## config.mk

```make
export PLATFORM = sky130hd
export DESIGN_NAME = gdcr_ctrl
export DESIGN_NICKNAME = d
export VERILOG_FILES = /design/src/grid_dda_column_raycaster_core_assert.svh /design/src/gdcr_pkg.sv /design/src/gdcr_ctrl.sv
export SDC_FILE = /design/constraint.sdc
export NUM_CORES = 1
export LEC_CHECK = 0
export ABC_AREA = 1
export BUFFER_PORTS_ARGS = -buffer_cell sky130_fd_sc_hd__buf_2
export CAP_MARGIN = 20
export CELL_PAD_IN_SITES_DETAIL_PLACEMENT = 0
export CELL_PAD_IN_SITES_GLOBAL_PLACEMENT = 2
export CORE_ASPECT_RATIO = 0.6
export CORE_MARGIN = 1
export CORE_UTILIZATION = 29
export CTS_CLUSTER_DIAMETER = 30
export CTS_CLUSTER_SIZE = 20
export DETAILED_ROUTE_END_ITERATION = 12
export GPL_ROUTABILITY_DRIVEN = 0
export HOLD_SLACK_MARGIN = 0.02
export PLACE_DENSITY_LB_ADDON = 0.1
export SYNTH_ARGS = -nofsm -noshare
export SYNTH_HDL_FRONTEND = slang
export SYNTH_SLANG_ARGS = --single-unit
export TNS_END_PERCENT = 5
```

## constraint.sdc

```tcl
create_clock -name clk -period 2.7 [get_ports clk]
set_input_delay 0.675 -clock clk [delete_from_list [all_inputs] [get_ports clk]]
set_output_delay 0.675 -clock clk [all_outputs]
set_load 0.005 [all_outputs]
```

## src/grid_dda_column_raycaster_core_assert.svh

```systemverilog
// assertion macros for the raycaster core
`ifndef GRID_DDA_COLUMN_RAYCASTER_CORE_ASSERT_SVH
`define GRID_DDA_COLUMN_RAYCASTER_CORE_ASSERT_SVH

// condition implies consequence in the same cycle
`define GDCR_ASSERT_SAME(lbl, cond, cons, msg) \
    lbl: assert property (@(posedge clk) disable iff (!rst_n) (cond) |-> (cons)) \
        else $error(msg);

// condition implies consequence in the next cycle
`define GDCR_ASSERT_NEXT(lbl, cond, cons, msg) \
    lbl: assert property (@(posedge clk) disable iff (!rst_n) (cond) |=> (cons)) \
        else $error(msg);

`endif

```

## src/gdcr_pkg.sv

```systemverilog
// shared types, constants and helpers of the raycaster core
package gdcr_pkg;

    localparam int FRAC_BITS = 16;
    localparam int MAP_SIDE  = 64;
    localparam int MAP_AW    = 12;
    localparam int MAP_CELLS = MAP_SIDE * MAP_SIDE;

    localparam logic [23:0] PERP_MAX  = 24'hFFFFFF;
    localparam logic [38:0] DELTA_CAP = 39'h40_0000_0000;

    // item operation codes
    localparam logic OP_WRITE = 1'b0;
    localparam logic OP_CAST  = 1'b1;

    // register indexes
    localparam logic [2:0] REG_SCREEN_W = 3'd0;
    localparam logic [2:0] REG_SCREEN_H = 3'd1;
    localparam logic [2:0] REG_POS_X    = 3'd2;
    localparam logic [2:0] REG_POS_Y    = 3'd3;
    localparam logic [2:0] REG_DIR_X    = 3'd4;
    localparam logic [2:0] REG_DIR_Y    = 3'd5;
    localparam logic [2:0] REG_PLANE_X  = 3'd6;
    localparam logic [2:0] REG_PLANE_Y  = 3'd7;

    // datapath command codes
    localparam logic [4:0] DP_NONE     = 5'd0;
    localparam logic [4:0] DP_LOAD     = 5'd1;
    localparam logic [4:0] DP_MEMWR    = 5'd2;
    localparam logic [4:0] DP_CLR      = 5'd3;
    localparam logic [4:0] DP_DIV_CAM  = 5'd4;
    localparam logic [4:0] DP_CAP_CAM  = 5'd5;
    localparam logic [4:0] DP_PROD     = 5'd6;
    localparam logic [4:0] DP_RAY      = 5'd7;
    localparam logic [4:0] DP_MUL_SQX  = 5'd8;
    localparam logic [4:0] DP_CAP_SQX  = 5'd9;
    localparam logic [4:0] DP_MUL_SQY  = 5'd10;
    localparam logic [4:0] DP_CAP_SQY  = 5'd11;
    localparam logic [4:0] DP_SQRT     = 5'd12;
    localparam logic [4:0] DP_CAP_LEN  = 5'd13;
    localparam logic [4:0] DP_DIV_DDX  = 5'd14;
    localparam logic [4:0] DP_CAP_DDX  = 5'd15;
    localparam logic [4:0] DP_DIV_DDY  = 5'd16;
    localparam logic [4:0] DP_CAP_DDY  = 5'd17;
    localparam logic [4:0] DP_MUL_SDX  = 5'd18;
    localparam logic [4:0] DP_CAP_SDX  = 5'd19;
    localparam logic [4:0] DP_MUL_SDY  = 5'd20;
    localparam logic [4:0] DP_CAP_SDY  = 5'd21;
    localparam logic [4:0] DP_STEP     = 5'd22;
    localparam logic [4:0] DP_LOST     = 5'd23;
    localparam logic [4:0] DP_HIT      = 5'd24;
    localparam logic [4:0] DP_DIV_DIST = 5'd25;
    localparam logic [4:0] DP_CAP_DIST = 5'd26;
    localparam logic [4:0] DP_DIV_ROW  = 5'd27;
    localparam logic [4:0] DP_CAP_ROW  = 5'd28;
    localparam logic [4:0] DP_FIN      = 5'd29;

    typedef struct packed {
        logic       operation;
        logic [5:0] cell_x;
        logic [5:0] cell_y;
        logic [7:0] map_char;
        logic [11:0] column_x;
    } item_t;

    typedef struct packed {
        logic        hit_side;
        logic [1:0]  wall_face;
        logic [5:0]  hit_cell_x;
        logic [5:0]  hit_cell_y;
        logic [23:0] perp_distance;
        logic [11:0] wall_top_row;
        logic [11:0] wall_bottom_row;
        logic        left_map;
    } result_t;

    typedef struct packed {
        logic [11:0]        screen_width;
        logic [11:0]        screen_height;
        logic [21:0]        player_pos_x;
        logic [21:0]        player_pos_y;
        logic signed [17:0] view_dir_x;
        logic signed [17:0] view_dir_y;
        logic signed [17:0] cam_plane_x;
        logic signed [17:0] cam_plane_y;
    } cfg_t;

    typedef struct packed {
        logic [4:0] op;
    } dp_cmd_t;

    typedef struct packed {
        logic clr_last;
        logic div_done;
        logic mul_done;
        logic sqrt_done;
        logic out_of_map;
        logic wall;
        logic steps_done;
        logic den_zero;
    } dp_status_t;

    // walkable characters: NUL and the open set
    function automatic logic is_open(input logic [7:0] c);
        return c inside {8'h00, "0", "2", "3", "E", "N", "S", "W", "B", "A", "O",
                         "T", "F", "Q"};
    endfunction

    // floor(h / 50) for 12 bit h by reciprocal multiply
    function automatic logic [6:0] div_by_50(input logic [11:0] h);
        logic [22:0] p;
        p = {11'b0, h} * 23'd1311;
        return p[22:16];
    endfunction

endpackage

```

## src/gdcr_ctrl.sv

```systemverilog
// raycaster sequencer: map clear, write, ray setup, walk and projection
module gdcr_ctrl
    import gdcr_pkg::*;
(
    input  logic       clk,
    input  logic       rst_n,
    input  logic       start,
    input  logic       operation,
    input  dp_status_t status,
    output dp_cmd_t    cmd,
    output logic       busy,
    output logic       done
);

    localparam logic [4:0] S_CLEAR  = 5'd0;
    localparam logic [4:0] S_IDLE   = 5'd1;
    localparam logic [4:0] S_WRITE  = 5'd2;
    localparam logic [4:0] S_CAM    = 5'd3;
    localparam logic [4:0] S_CAM_W  = 5'd4;
    localparam logic [4:0] S_PROD   = 5'd5;
    localparam logic [4:0] S_RAY    = 5'd6;
    localparam logic [4:0] S_SQX    = 5'd7;
    localparam logic [4:0] S_SQX_W  = 5'd8;
    localparam logic [4:0] S_SQY    = 5'd9;
    localparam logic [4:0] S_SQY_W  = 5'd10;
    localparam logic [4:0] S_SQRT   = 5'd11;
    localparam logic [4:0] S_SQRT_W = 5'd12;
    localparam logic [4:0] S_DDX    = 5'd13;
    localparam logic [4:0] S_DDX_W  = 5'd14;
    localparam logic [4:0] S_DDY    = 5'd15;
    localparam logic [4:0] S_DDY_W  = 5'd16;
    localparam logic [4:0] S_SDX    = 5'd17;
    localparam logic [4:0] S_SDX_W  = 5'd18;
    localparam logic [4:0] S_SDY    = 5'd19;
    localparam logic [4:0] S_SDY_W  = 5'd20;
    localparam logic [4:0] S_STEP   = 5'd21;
    localparam logic [4:0] S_READ   = 5'd22;
    localparam logic [4:0] S_CHECK  = 5'd23;
    localparam logic [4:0] S_DIST   = 5'd24;
    localparam logic [4:0] S_DIST_W = 5'd25;
    localparam logic [4:0] S_ROW    = 5'd26;
    localparam logic [4:0] S_ROW_W  = 5'd27;
    localparam logic [4:0] S_FIN    = 5'd28;
    localparam logic [4:0] S_OUT    = 5'd29;

    logic [4:0] state_reg;
    logic [4:0] state_next;

    always_ff @(posedge clk or negedge rst_n)
    begin
        if (!rst_n)
            state_reg <= S_CLEAR;
        else
            state_reg <= state_next;
    end

    // next state and datapath command
    always_comb
    begin
        state_next = state_reg;
        cmd.op     = DP_NONE;
        case (state_reg)
            S_CLEAR:
            begin
                cmd.op = DP_CLR;
                if (status.clr_last)
                    state_next = S_IDLE;
            end
            S_IDLE:
            begin
                if (start)
                begin
                    cmd.op     = DP_LOAD;
                    state_next = (operation == OP_WRITE) ? S_WRITE : S_CAM;
                end
            end
            S_WRITE:
            begin
                cmd.op     = DP_MEMWR;
                state_next = S_IDLE;
            end
            S_CAM:
            begin
                cmd.op     = DP_DIV_CAM;
                state_next = S_CAM_W;
            end
            S_CAM_W:
            begin
                if (status.div_done)
                begin
                    cmd.op     = DP_CAP_CAM;
                    state_next = S_PROD;
                end
            end
            S_PROD:
            begin
                cmd.op     = DP_PROD;
                state_next = S_RAY;
            end
            S_RAY:
            begin
                cmd.op     = DP_RAY;
                state_next = S_SQX;
            end
            S_SQX:
            begin
                cmd.op     = DP_MUL_SQX;
                state_next = S_SQX_W;
            end
            S_SQX_W:
            begin
                if (status.mul_done)
                begin
                    cmd.op     = DP_CAP_SQX;
                    state_next = S_SQY;
                end
            end
            S_SQY:
            begin
                cmd.op     = DP_MUL_SQY;
                state_next = S_SQY_W;
            end
            S_SQY_W:
            begin
                if (status.mul_done)
                begin
                    cmd.op     = DP_CAP_SQY;
                    state_next = S_SQRT;
                end
            end
            S_SQRT:
            begin
                cmd.op     = DP_SQRT;
                state_next = S_SQRT_W;
            end
            S_SQRT_W:
            begin
                if (status.sqrt_done)
                begin
                    cmd.op     = DP_CAP_LEN;
                    state_next = S_DDX;
                end
            end
            S_DDX:
            begin
                cmd.op     = DP_DIV_DDX;
                state_next = S_DDX_W;
            end
            S_DDX_W:
            begin
                if (status.div_done)
                begin
                    cmd.op     = DP_CAP_DDX;
                    state_next = S_DDY;
                end
            end
            S_DDY:
            begin
                cmd.op     = DP_DIV_DDY;
                state_next = S_DDY_W;
            end
            S_DDY_W:
            begin
                if (status.div_done)
                begin
                    cmd.op     = DP_CAP_DDY;
                    state_next = S_SDX;
                end
            end
            S_SDX:
            begin
                cmd.op     = DP_MUL_SDX;
                state_next = S_SDX_W;
            end
            S_SDX_W:
            begin
                if (status.mul_done)
                begin
                    cmd.op     = DP_CAP_SDX;
                    state_next = S_SDY;
                end
            end
            S_SDY:
            begin
                cmd.op     = DP_MUL_SDY;
                state_next = S_SDY_W;
            end
            S_SDY_W:
            begin
                if (status.mul_done)
                begin
                    cmd.op     = DP_CAP_SDY;
                    state_next = S_STEP;
                end
            end
            S_STEP:
            begin
                cmd.op     = DP_STEP;
                state_next = S_READ;
            end
            S_READ:
            begin
                if (status.out_of_map)
                begin
                    cmd.op     = DP_LOST;
                    state_next = S_ROW;
                end
                else
                begin
                    state_next = S_CHECK;
                end
            end
            S_CHECK:
            begin
                if (status.wall)
                begin
                    cmd.op     = DP_HIT;
                    state_next = S_DIST;
                end
                else if (status.steps_done)
                begin
                    cmd.op     = DP_LOST;
                    state_next = S_ROW;
                end
                else
                begin
                    state_next = S_STEP;
                end
            end
            S_DIST:
            begin
                if (status.den_zero)
                begin
                    state_next = S_ROW;
                end
                else
                begin
                    cmd.op     = DP_DIV_DIST;
                    state_next = S_DIST_W;
                end
            end
            S_DIST_W:
            begin
                if (status.div_done)
                begin
                    cmd.op     = DP_CAP_DIST;
                    state_next = S_ROW;
                end
            end
            S_ROW:
            begin
                cmd.op     = DP_DIV_ROW;
                state_next = S_ROW_W;
            end
            S_ROW_W:
            begin
                if (status.div_done)
                begin
                    cmd.op     = DP_CAP_ROW;
                    state_next = S_FIN;
                end
            end
            S_FIN:
            begin
                cmd.op     = DP_FIN;
                state_next = S_OUT;
            end
            S_OUT:
            begin
                state_next = S_IDLE;
            end
            default:
            begin
                state_next = S_IDLE;
            end
        endcase
    end

    assign busy = state_reg != S_IDLE;
    assign done = state_reg == S_OUT;

endmodule

```

# After elaboration in Yosys (flattened, before gate mapping)
# Index checks and enable logic that the tools add are counted.
[op_classes]
n_eq_ne = 42
mux = 34
reduce_logical = 2
[op_table]
columns = ["op", "count"]
rows = [
  ["$pmux W5 S29", 1],
  ["$pmux W5 S28", 1],
  ["$mux W5", 21],
  ["$eq A5 B5 Y1 const B", 14],
  ["$eq A5 B4 Y1 const B", 8],
  ["$mux W4", 7],
  ["$ne A2 B2 Y1 const B", 12],
  ["$eq A5 B3 Y1 const B", 4],
  ["$reduce_and A12 Y1", 1],
  ["$eq A5 B2 Y1 const B", 2],
  ["$eq A5 B1 Y1 const B", 1],
  ["$logic_not A5 Y1", 1],
  ["$ne A5 B1 Y1 const B", 1],
  ["$mux W3", 1],
  ["$mux W1", 2],
  ["$mux W2", 1],
]
[word_totals]
register_bits = 5
in_bits = 12
output_inout_bits = 7
word_cells = 79

# Depth between registers and ports, before layout
# Gate-level depths: netlist (run 1).
[logic_depth]
word_depth = 3
depth_mapped = 13
ltp_nobuf = 12

# Worst setup path after synthesis (run 1)
# Ideal clock, no wire load.
[synth_timing]
path_type = "register -> output"
start = "reg state_reg[4]"
end = "out cmd[3] (netlist name)"
arrival_ns = 1.268
required_ns = 2.025
setup_slack_ns = 0.757
path_stages_with_launch = 10
path_buffers = 1
cell_sequence = "dfrtp_1 > buf_4 > inv_1 > nor2_1 > nand2_2 > inv_1 > o21ai_0 > nand2_1 > nor3_1 > nand2_1"
[synth_lines]
columns = ["item", "line_no", "text"]
rows = [
  ["from (decl)", "gdcr_ctrl.sv:46", "logic [4:0] state_reg;"],
  ["from (signal assigned)", "gdcr_ctrl.sv:54", "state_reg <= state_next;"],
  ["to (decl)", "gdcr_ctrl.sv:10", "output dp_cmd_t cmd,"],
]

==> results.sh, run 1 <==
export IMPL_hp_class="primary input to asynchronous set/reset pin"
export IMPL_post_cts_setup_buffer_count=0
export IMPL_dp_slack_ns=0.329
export IMPL_period_needed_ns=2.55
export IMPL_grt_overflow=0
export IMPL_via_per_inst=5.42
export IMPL_post_route_util_pct=36.4
export IMPL_layout_cells_non_filler=267
export IMPL_io_buffers=18
export IMPL_hold_viol_final=0
export IMPL_yosysSeqAreaShare_pct=11.6
export IMPL_clkTransAtPathRegs_ns=0.03
export IMPL_cp_buffers_inverters=3
export IMPL_drv_slew=0
export IMPL_grt_pass1_vias=1269
export IMPL_cp_max_fo=11
export IMPL_cts_root_buf="clkbuf_8"
export IMPL_avgSynthCellArea_um2=5.31
export IMPL_wl_per_cell_um=14.0
export IMPL_drive_above_1_share_pct=19.8
export IMPL_nFillCells=394
export IMPL_syn_num_nets=215
export IMPL_dieArea_um2=3980
export IMPL_crit_path_start_kind="flip-flop"
export IMPL_grt_start_max_net_pins=16
export IMPL_io_pins=19
export IMPL_drt_total_wl_um=3750
export IMPL_track_usage_pct=20.6
export IMPL_largest_register_ffs=5
export IMPL_antenna_found_initial=0
export IMPL_ant_nets=0
export IMPL_ys_ff_latch=5
export IMPL_crit_family="simple AND/OR/NAND/NOR gates"
export IMPL_syn_inst=203
export IMPL_period_share_pct=94.4
export IMPL_yosysWarnings=0
export IMPL_cts_buffers=3
export IMPL_clock_latency_ns=0.22
export IMPL_relSlewSlack_pct=71.8
export IMPL_die_x_um=80.7
export IMPL_hold_buffers=0
export IMPL_powerDensity_nw_per_um2=956
export IMPL_fp_coreArea_um2=3400
export IMPL_rsz0062_at_grt="false"
export IMPL_drcViolationCount=0
export IMPL_endpoint_kind="primary output"
export IMPL_drtIter0Drc=326
export IMPL_grt_pass1_wl_um=6180
export IMPL_first_pass_iters=5
export IMPL_synthDistinctLibCells=24
export IMPL_fin_skew_ns=0.0000901
export IMPL_vias=1447
export IMPL_tns_ns=0
export IMPL_setup_viol=0
export IMPL_fp_dieH_um=49.2
export IMPL_start_util_pct=31.7
export IMPL_worstPathCellList="nor2_1 > buf_4 > nand2_2 > inv_1 > nor2_1 > o211ai_1 > nor3_1 > nand2_1 > buf_2"
export IMPL_critPathArrivalTime_ns=1.87
export IMPL_leakagePower_nw=0.767
export IMPL_cp_slowest_cell="dfrtp_2"
export IMPL_final_cell_mix="55 x nand2_1, 31 x nor2_1, 25 x nand3_1, 22 x inv_1, 18 x buf_2"
export IMPL_path_class="flip-flop to primary output"
export IMPL_h_tree_depth=1
export IMPL_place_inst=263
export IMPL_antenna_cells=0
export IMPL_ir_drop_mv=0.405
export IMPL_status="finished, final reports clean"
export IMPL_dp_hpwl_um=3170
export IMPL_rows=16
export IMPL_nNetsFinal=235
export IMPL_worst_pin_slew_ns=0.418
export IMPL_cp_required_ns=2.03
export IMPL_final_common_cell="nand2_1"
export IMPL_cap_violations=0
export IMPL_tritoncts="done"
export IMPL_area_delta_synth_final_pct=15.0
export IMPL_netlist_area_um2=1080
export IMPL_cts_buffer_depth=2
export IMPL_cp_slowest_stage_delay_ns=0.47
export IMPL_cts_sinks=5
export IMPL_ctsResizeCount=0
export IMPL_worst_slack_ns=0.152
export IMPL_cp_common_cell="nor2_1"
export IMPL_max_freq_mhz=393
[cells by family (layout without fill, tap and decap cells)]
| kind of cell | after synthesis | count (layout) | share of synthesized area (%) |
|---|---|---|---|
| compound gates | 17 | 17 | 8.24 |
| buf+inv | 31 | 50 | 14.0 |
| flops | 5 | 5 | 11.6 |
| simple gates | 150 | 150 | 66.1 |
[routing by layer]
metal  vias to the layer above  wire (um)  share of wire [%]  GRT usage (%)
met1                       615       1700                 45           31.7
met3                         8        576                 15           7.66
met2                       113       1410                 37           26.6
met4                         0         63                1.7           2.98
met5                         -          0                  0              0
li1                        711          -                  -              -
[path summary, 6_finish.rpt]
path,startpoint,to,slack [ns],depth (start not counted)
max,state_reg[1]$_DFFE_PN0P_,cmd[0],0.15,9
min,rst_n,state_reg[4]$_DFFE_PN0P_,0.27,1
max reg2reg,state_reg[0]$_DFFE_PN0P_,state_reg[0]$_DFFE_PN0P_,1.03,12
min reg2reg,state_reg[0]$_DFFE_PN0P_,state_reg[0]$_DFFE_PN0P_,0.64,2
max in group asynchronous,rst_n,state_reg[1]$_DFFE_PN0P_,2.29,1
min in group clk,state_reg[0]$_DFFE_PN0P_,state_reg[0]$_DFFE_PN0P_,0.64,2
[final cells by class]
class | instances | area (um2) | area share (%)
Sequential cell | 5 | 128 | 10.3
Clock buffer | 4 | 45.0 | 3.63
Tap cell | 45 | 56.3 | 4.54
Timing Repair Buffer | 21 | 113 | 9.08
Inverter | 25 | 93.8 | 7.57
Multi-Input combinational cell | 167 | 805 | 64.9
[power breakdown]
group          total, W  switching [W]  internal (W)
combinational  0.000863       0.000559      0.000304
clock          0.000136      0.0000346      0.000101
sequential     0.000186      0.0000735      0.000113
total           0.00119       0.000667      0.000518
[synthesized netlist by cell type, drive strengths merged]
cell	n	area [um2]
o21ai	9	45.0
inv	25	93.8
nor4	3	18.8
nand3b	1	7.51
o211ai	1	7.51
a21oi	6	30.0
nor2	37	178
nor3	10	50.1
buf	6	57.6
nand4	9	56.3
dfrtp	5	125
and3	1	6.26
o22ai	1	6.26
nand3	28	155
nand2	61	241
[metrics by stage]
step	power [W]	area, um2	hold slack [ns]
4_1_cts	0.00117	1230	0.265
5_1_grt	0.00132	1240	0.262
3_5_place_dp	0.00103	1190	0.495
6_report	0.00119	1240	0.266
3_3_place_gp	0.00106	1190	0.492
2_1_floorplan	0.000821	1080	0.379
Power figures use the tool's default switching activity.
==> inputs of run 2 (changes only) <==
CORE_ASPECT_RATIO = 1.75   (was 0.6)
==> run 2 against run 1 <==
  * Sequential cell count unchanged
  * Worst setup slack got worse by 0.053 ns
  * Via count increased by 3.5%
  * Critical endpoint unchanged
  * Die area about the same
  * Largest power group unchanged
  * First-iteration DRC count is 74% lower
  * Critical path type unchanged
==> results.sh, run 2 (synthesis gave the netlist of run 1 again) <==
export IMPL_io_pins=19
export IMPL_endpoint_kind="primary output"
export IMPL_cp_common_cell="nor2_1"
export IMPL_io_buffers=18
export IMPL_dieArea_um2=3980
export IMPL_r2r_cells=8
export IMPL_final_cell_mix="55 x nand2_1, 31 x nor2_1, 25 x nand3_1, 22 x inv_1, 18 x buf_2"
export IMPL_drv_slew=0
export IMPL_dpl_cell_area_um2=1190
export IMPL_clkTransAtPathRegs_ns=0.04
export IMPL_drcViolationCount=0
export IMPL_worstPathCellList="nor2_1 > nand2_2 > inv_1 > nor2_1 > o211ai_1 > nor3_1 > nand2_1 > buf_2"
export IMPL_cp_buffers_inverters=2
export IMPL_regArea_um2=125
export IMPL_ant_nets=0
export IMPL_fin_area_um2=1240
export IMPL_critPathArrivalTime_ns=1.93
export IMPL_powerDensity_nw_per_um2=985
export IMPL_nNetsFinal=235
export IMPL_fp_dieH_um=82.7
export IMPL_status="finished, final reports clean"
export IMPL_grt_pass1_wl_um=6880
export IMPL_start_util_pct=30.0
export IMPL_rsz0062_at_grt="false"
export IMPL_drt_total_wl_um=4180
export IMPL_multi_input_area_um2=805
export IMPL_track_usage_pct=24.7
export IMPL_ir_drop_mv=0.333
export IMPL_grt_overflow=0
export IMPL_tns_ns=0
export IMPL_drive_above_1_share_pct=18.9
export IMPL_drtIter0Drc=86
export IMPL_cp_required_ns=2.03
export IMPL_crit_cells=8
export IMPL_hold_viol_final=0
export IMPL_largest_register_ffs=5
export IMPL_ctsResizeCount=0
export IMPL_post_cts_setup_buffer_count=0
export IMPL_dp_hpwl_um=3500
export IMPL_max_freq_mhz=384
export IMPL_tritoncts="done"
export IMPL_met3_usage_pct=3.26
export IMPL_first_pass_iters=4
export IMPL_cts_buffer_depth=2
export IMPL_setup_viol=0
export IMPL_fp_coreArea_um2=3590
export IMPL_grt_start_max_net_pins=16
export IMPL_leakagePower_nw=0.770
export IMPL_vias=1498
export IMPL_crit_path_start_kind="flip-flop"
export IMPL_h_tree_depth=1
export IMPL_final_common_cell="nand2_1"
export IMPL_use_met2_pct=39.5
export IMPL_antenna_cells=0
export IMPL_via_per_inst=5.59
export IMPL_period_needed_ns=2.60
export IMPL_period_share_pct=96.3
export IMPL_nFillCells=448
export IMPL_die_x_um=48.1
export IMPL_cts_root_buf="clkbuf_8"
export IMPL_worst_pin_slew_ns=0.376
export IMPL_cap_violations=0
export IMPL_hold_buffers=0
export IMPL_grt_pass1_vias=1558
export IMPL_wl_per_cell_um=15.6
export IMPL_cp_slowest_cell="dfrtp_1"
export IMPL_cp_max_fo=8
export IMPL_area_delta_synth_final_pct=14.8
export IMPL_crit_family="simple AND/OR/NAND/NOR gates"
export IMPL_hp_class="primary input to asynchronous set/reset pin"
export IMPL_antenna_found_initial=0
export IMPL_fin_skew_ns=0.00160
export IMPL_path_class="flip-flop to primary output"
export IMPL_relSlewSlack_pct=74.7
export IMPL_rows=29
export IMPL_grt_busiest_layer="met2"
export IMPL_cp_slowest_stage_delay_ns=0.54
export IMPL_cts_buffers=3
export IMPL_clock_latency_ns=0.22
export IMPL_met1_usage_pct=25.1
export IMPL_cts_sinks=5
-- run 2: cell counts in the layout (fill, tap and decap cells not counted) --
Identical to the previous run, type by type.
-- run 2: worst paths after layout --
check / from / to / slack [ns]
worst max-delay path: state_reg[1]$_DFFE_PN0P_ / cmd[0] / 0.1
worst min register to register: state_reg[0]$_DFFE_PN0P_ / state_reg[0]$_DFFE_PN0P_ / 0.65
worst min-delay path: rst_n / state_reg[4]$_DFFE_PN0P_ / 0.26
max in group asynchronous: rst_n / state_reg[2]$_DFFE_PN0P_ / 2.31
worst max register to register: state_reg[1]$_DFFE_PN0P_ / state_reg[0]$_DFFE_PN0P_ / 0.78
min in group clk: state_reg[0]$_DFFE_PN0P_ / state_reg[0]$_DFFE_PN0P_ / 0.65
-- run 2: routing by layer --
metal / vias up / share of wire [%]
met3: 31 / 5.3
met5: - / 0
met2: 84 / 50
met1: 673 / 34
li1: 710 / -
met4: 0 / 10
-- run 2: power by group --
group / leakage [nW] / internal, W / switching [W]
sequential: 0.0634 / 0.000110 / 0.0000728
combinational: 0.684 / 0.000304 / 0.000595
clock: 0.0228 / 0.000101 / 0.0000375
-- run 2: area by class of cell --
type                            count  share of cell area [%]
Sequential cell                     5                    10.1
Timing Repair Buffer               21                    9.09
Inverter                           25                    7.58
Multi-Input combinational cell    167                    64.9
Tap cell                           46                    4.65
Clock buffer                        4                    3.64
-- run 2: stage by stage --
step / hold WS, ns / setup slack, ns / total power (W) / cells / utilization, %
6_report: 0.259 / 0.0990 / 0.00122 / 268 / 34.5
3_3_place_gp: 0.495 / 0.333 / 0.00108 / 264 / 33.2
4_1_cts: 0.260 / 0.101 / 0.00121 / 268 / 34.4
2_1_floorplan: 0.379 / 0.757 / 0.000821 / 203 / -
5_1_grt: 0.261 / 0.0115 / 0.00135 / 268 / 34.5
3_5_place_dp: 0.495 / 0.337 / 0.00106 / 264 / 33.2
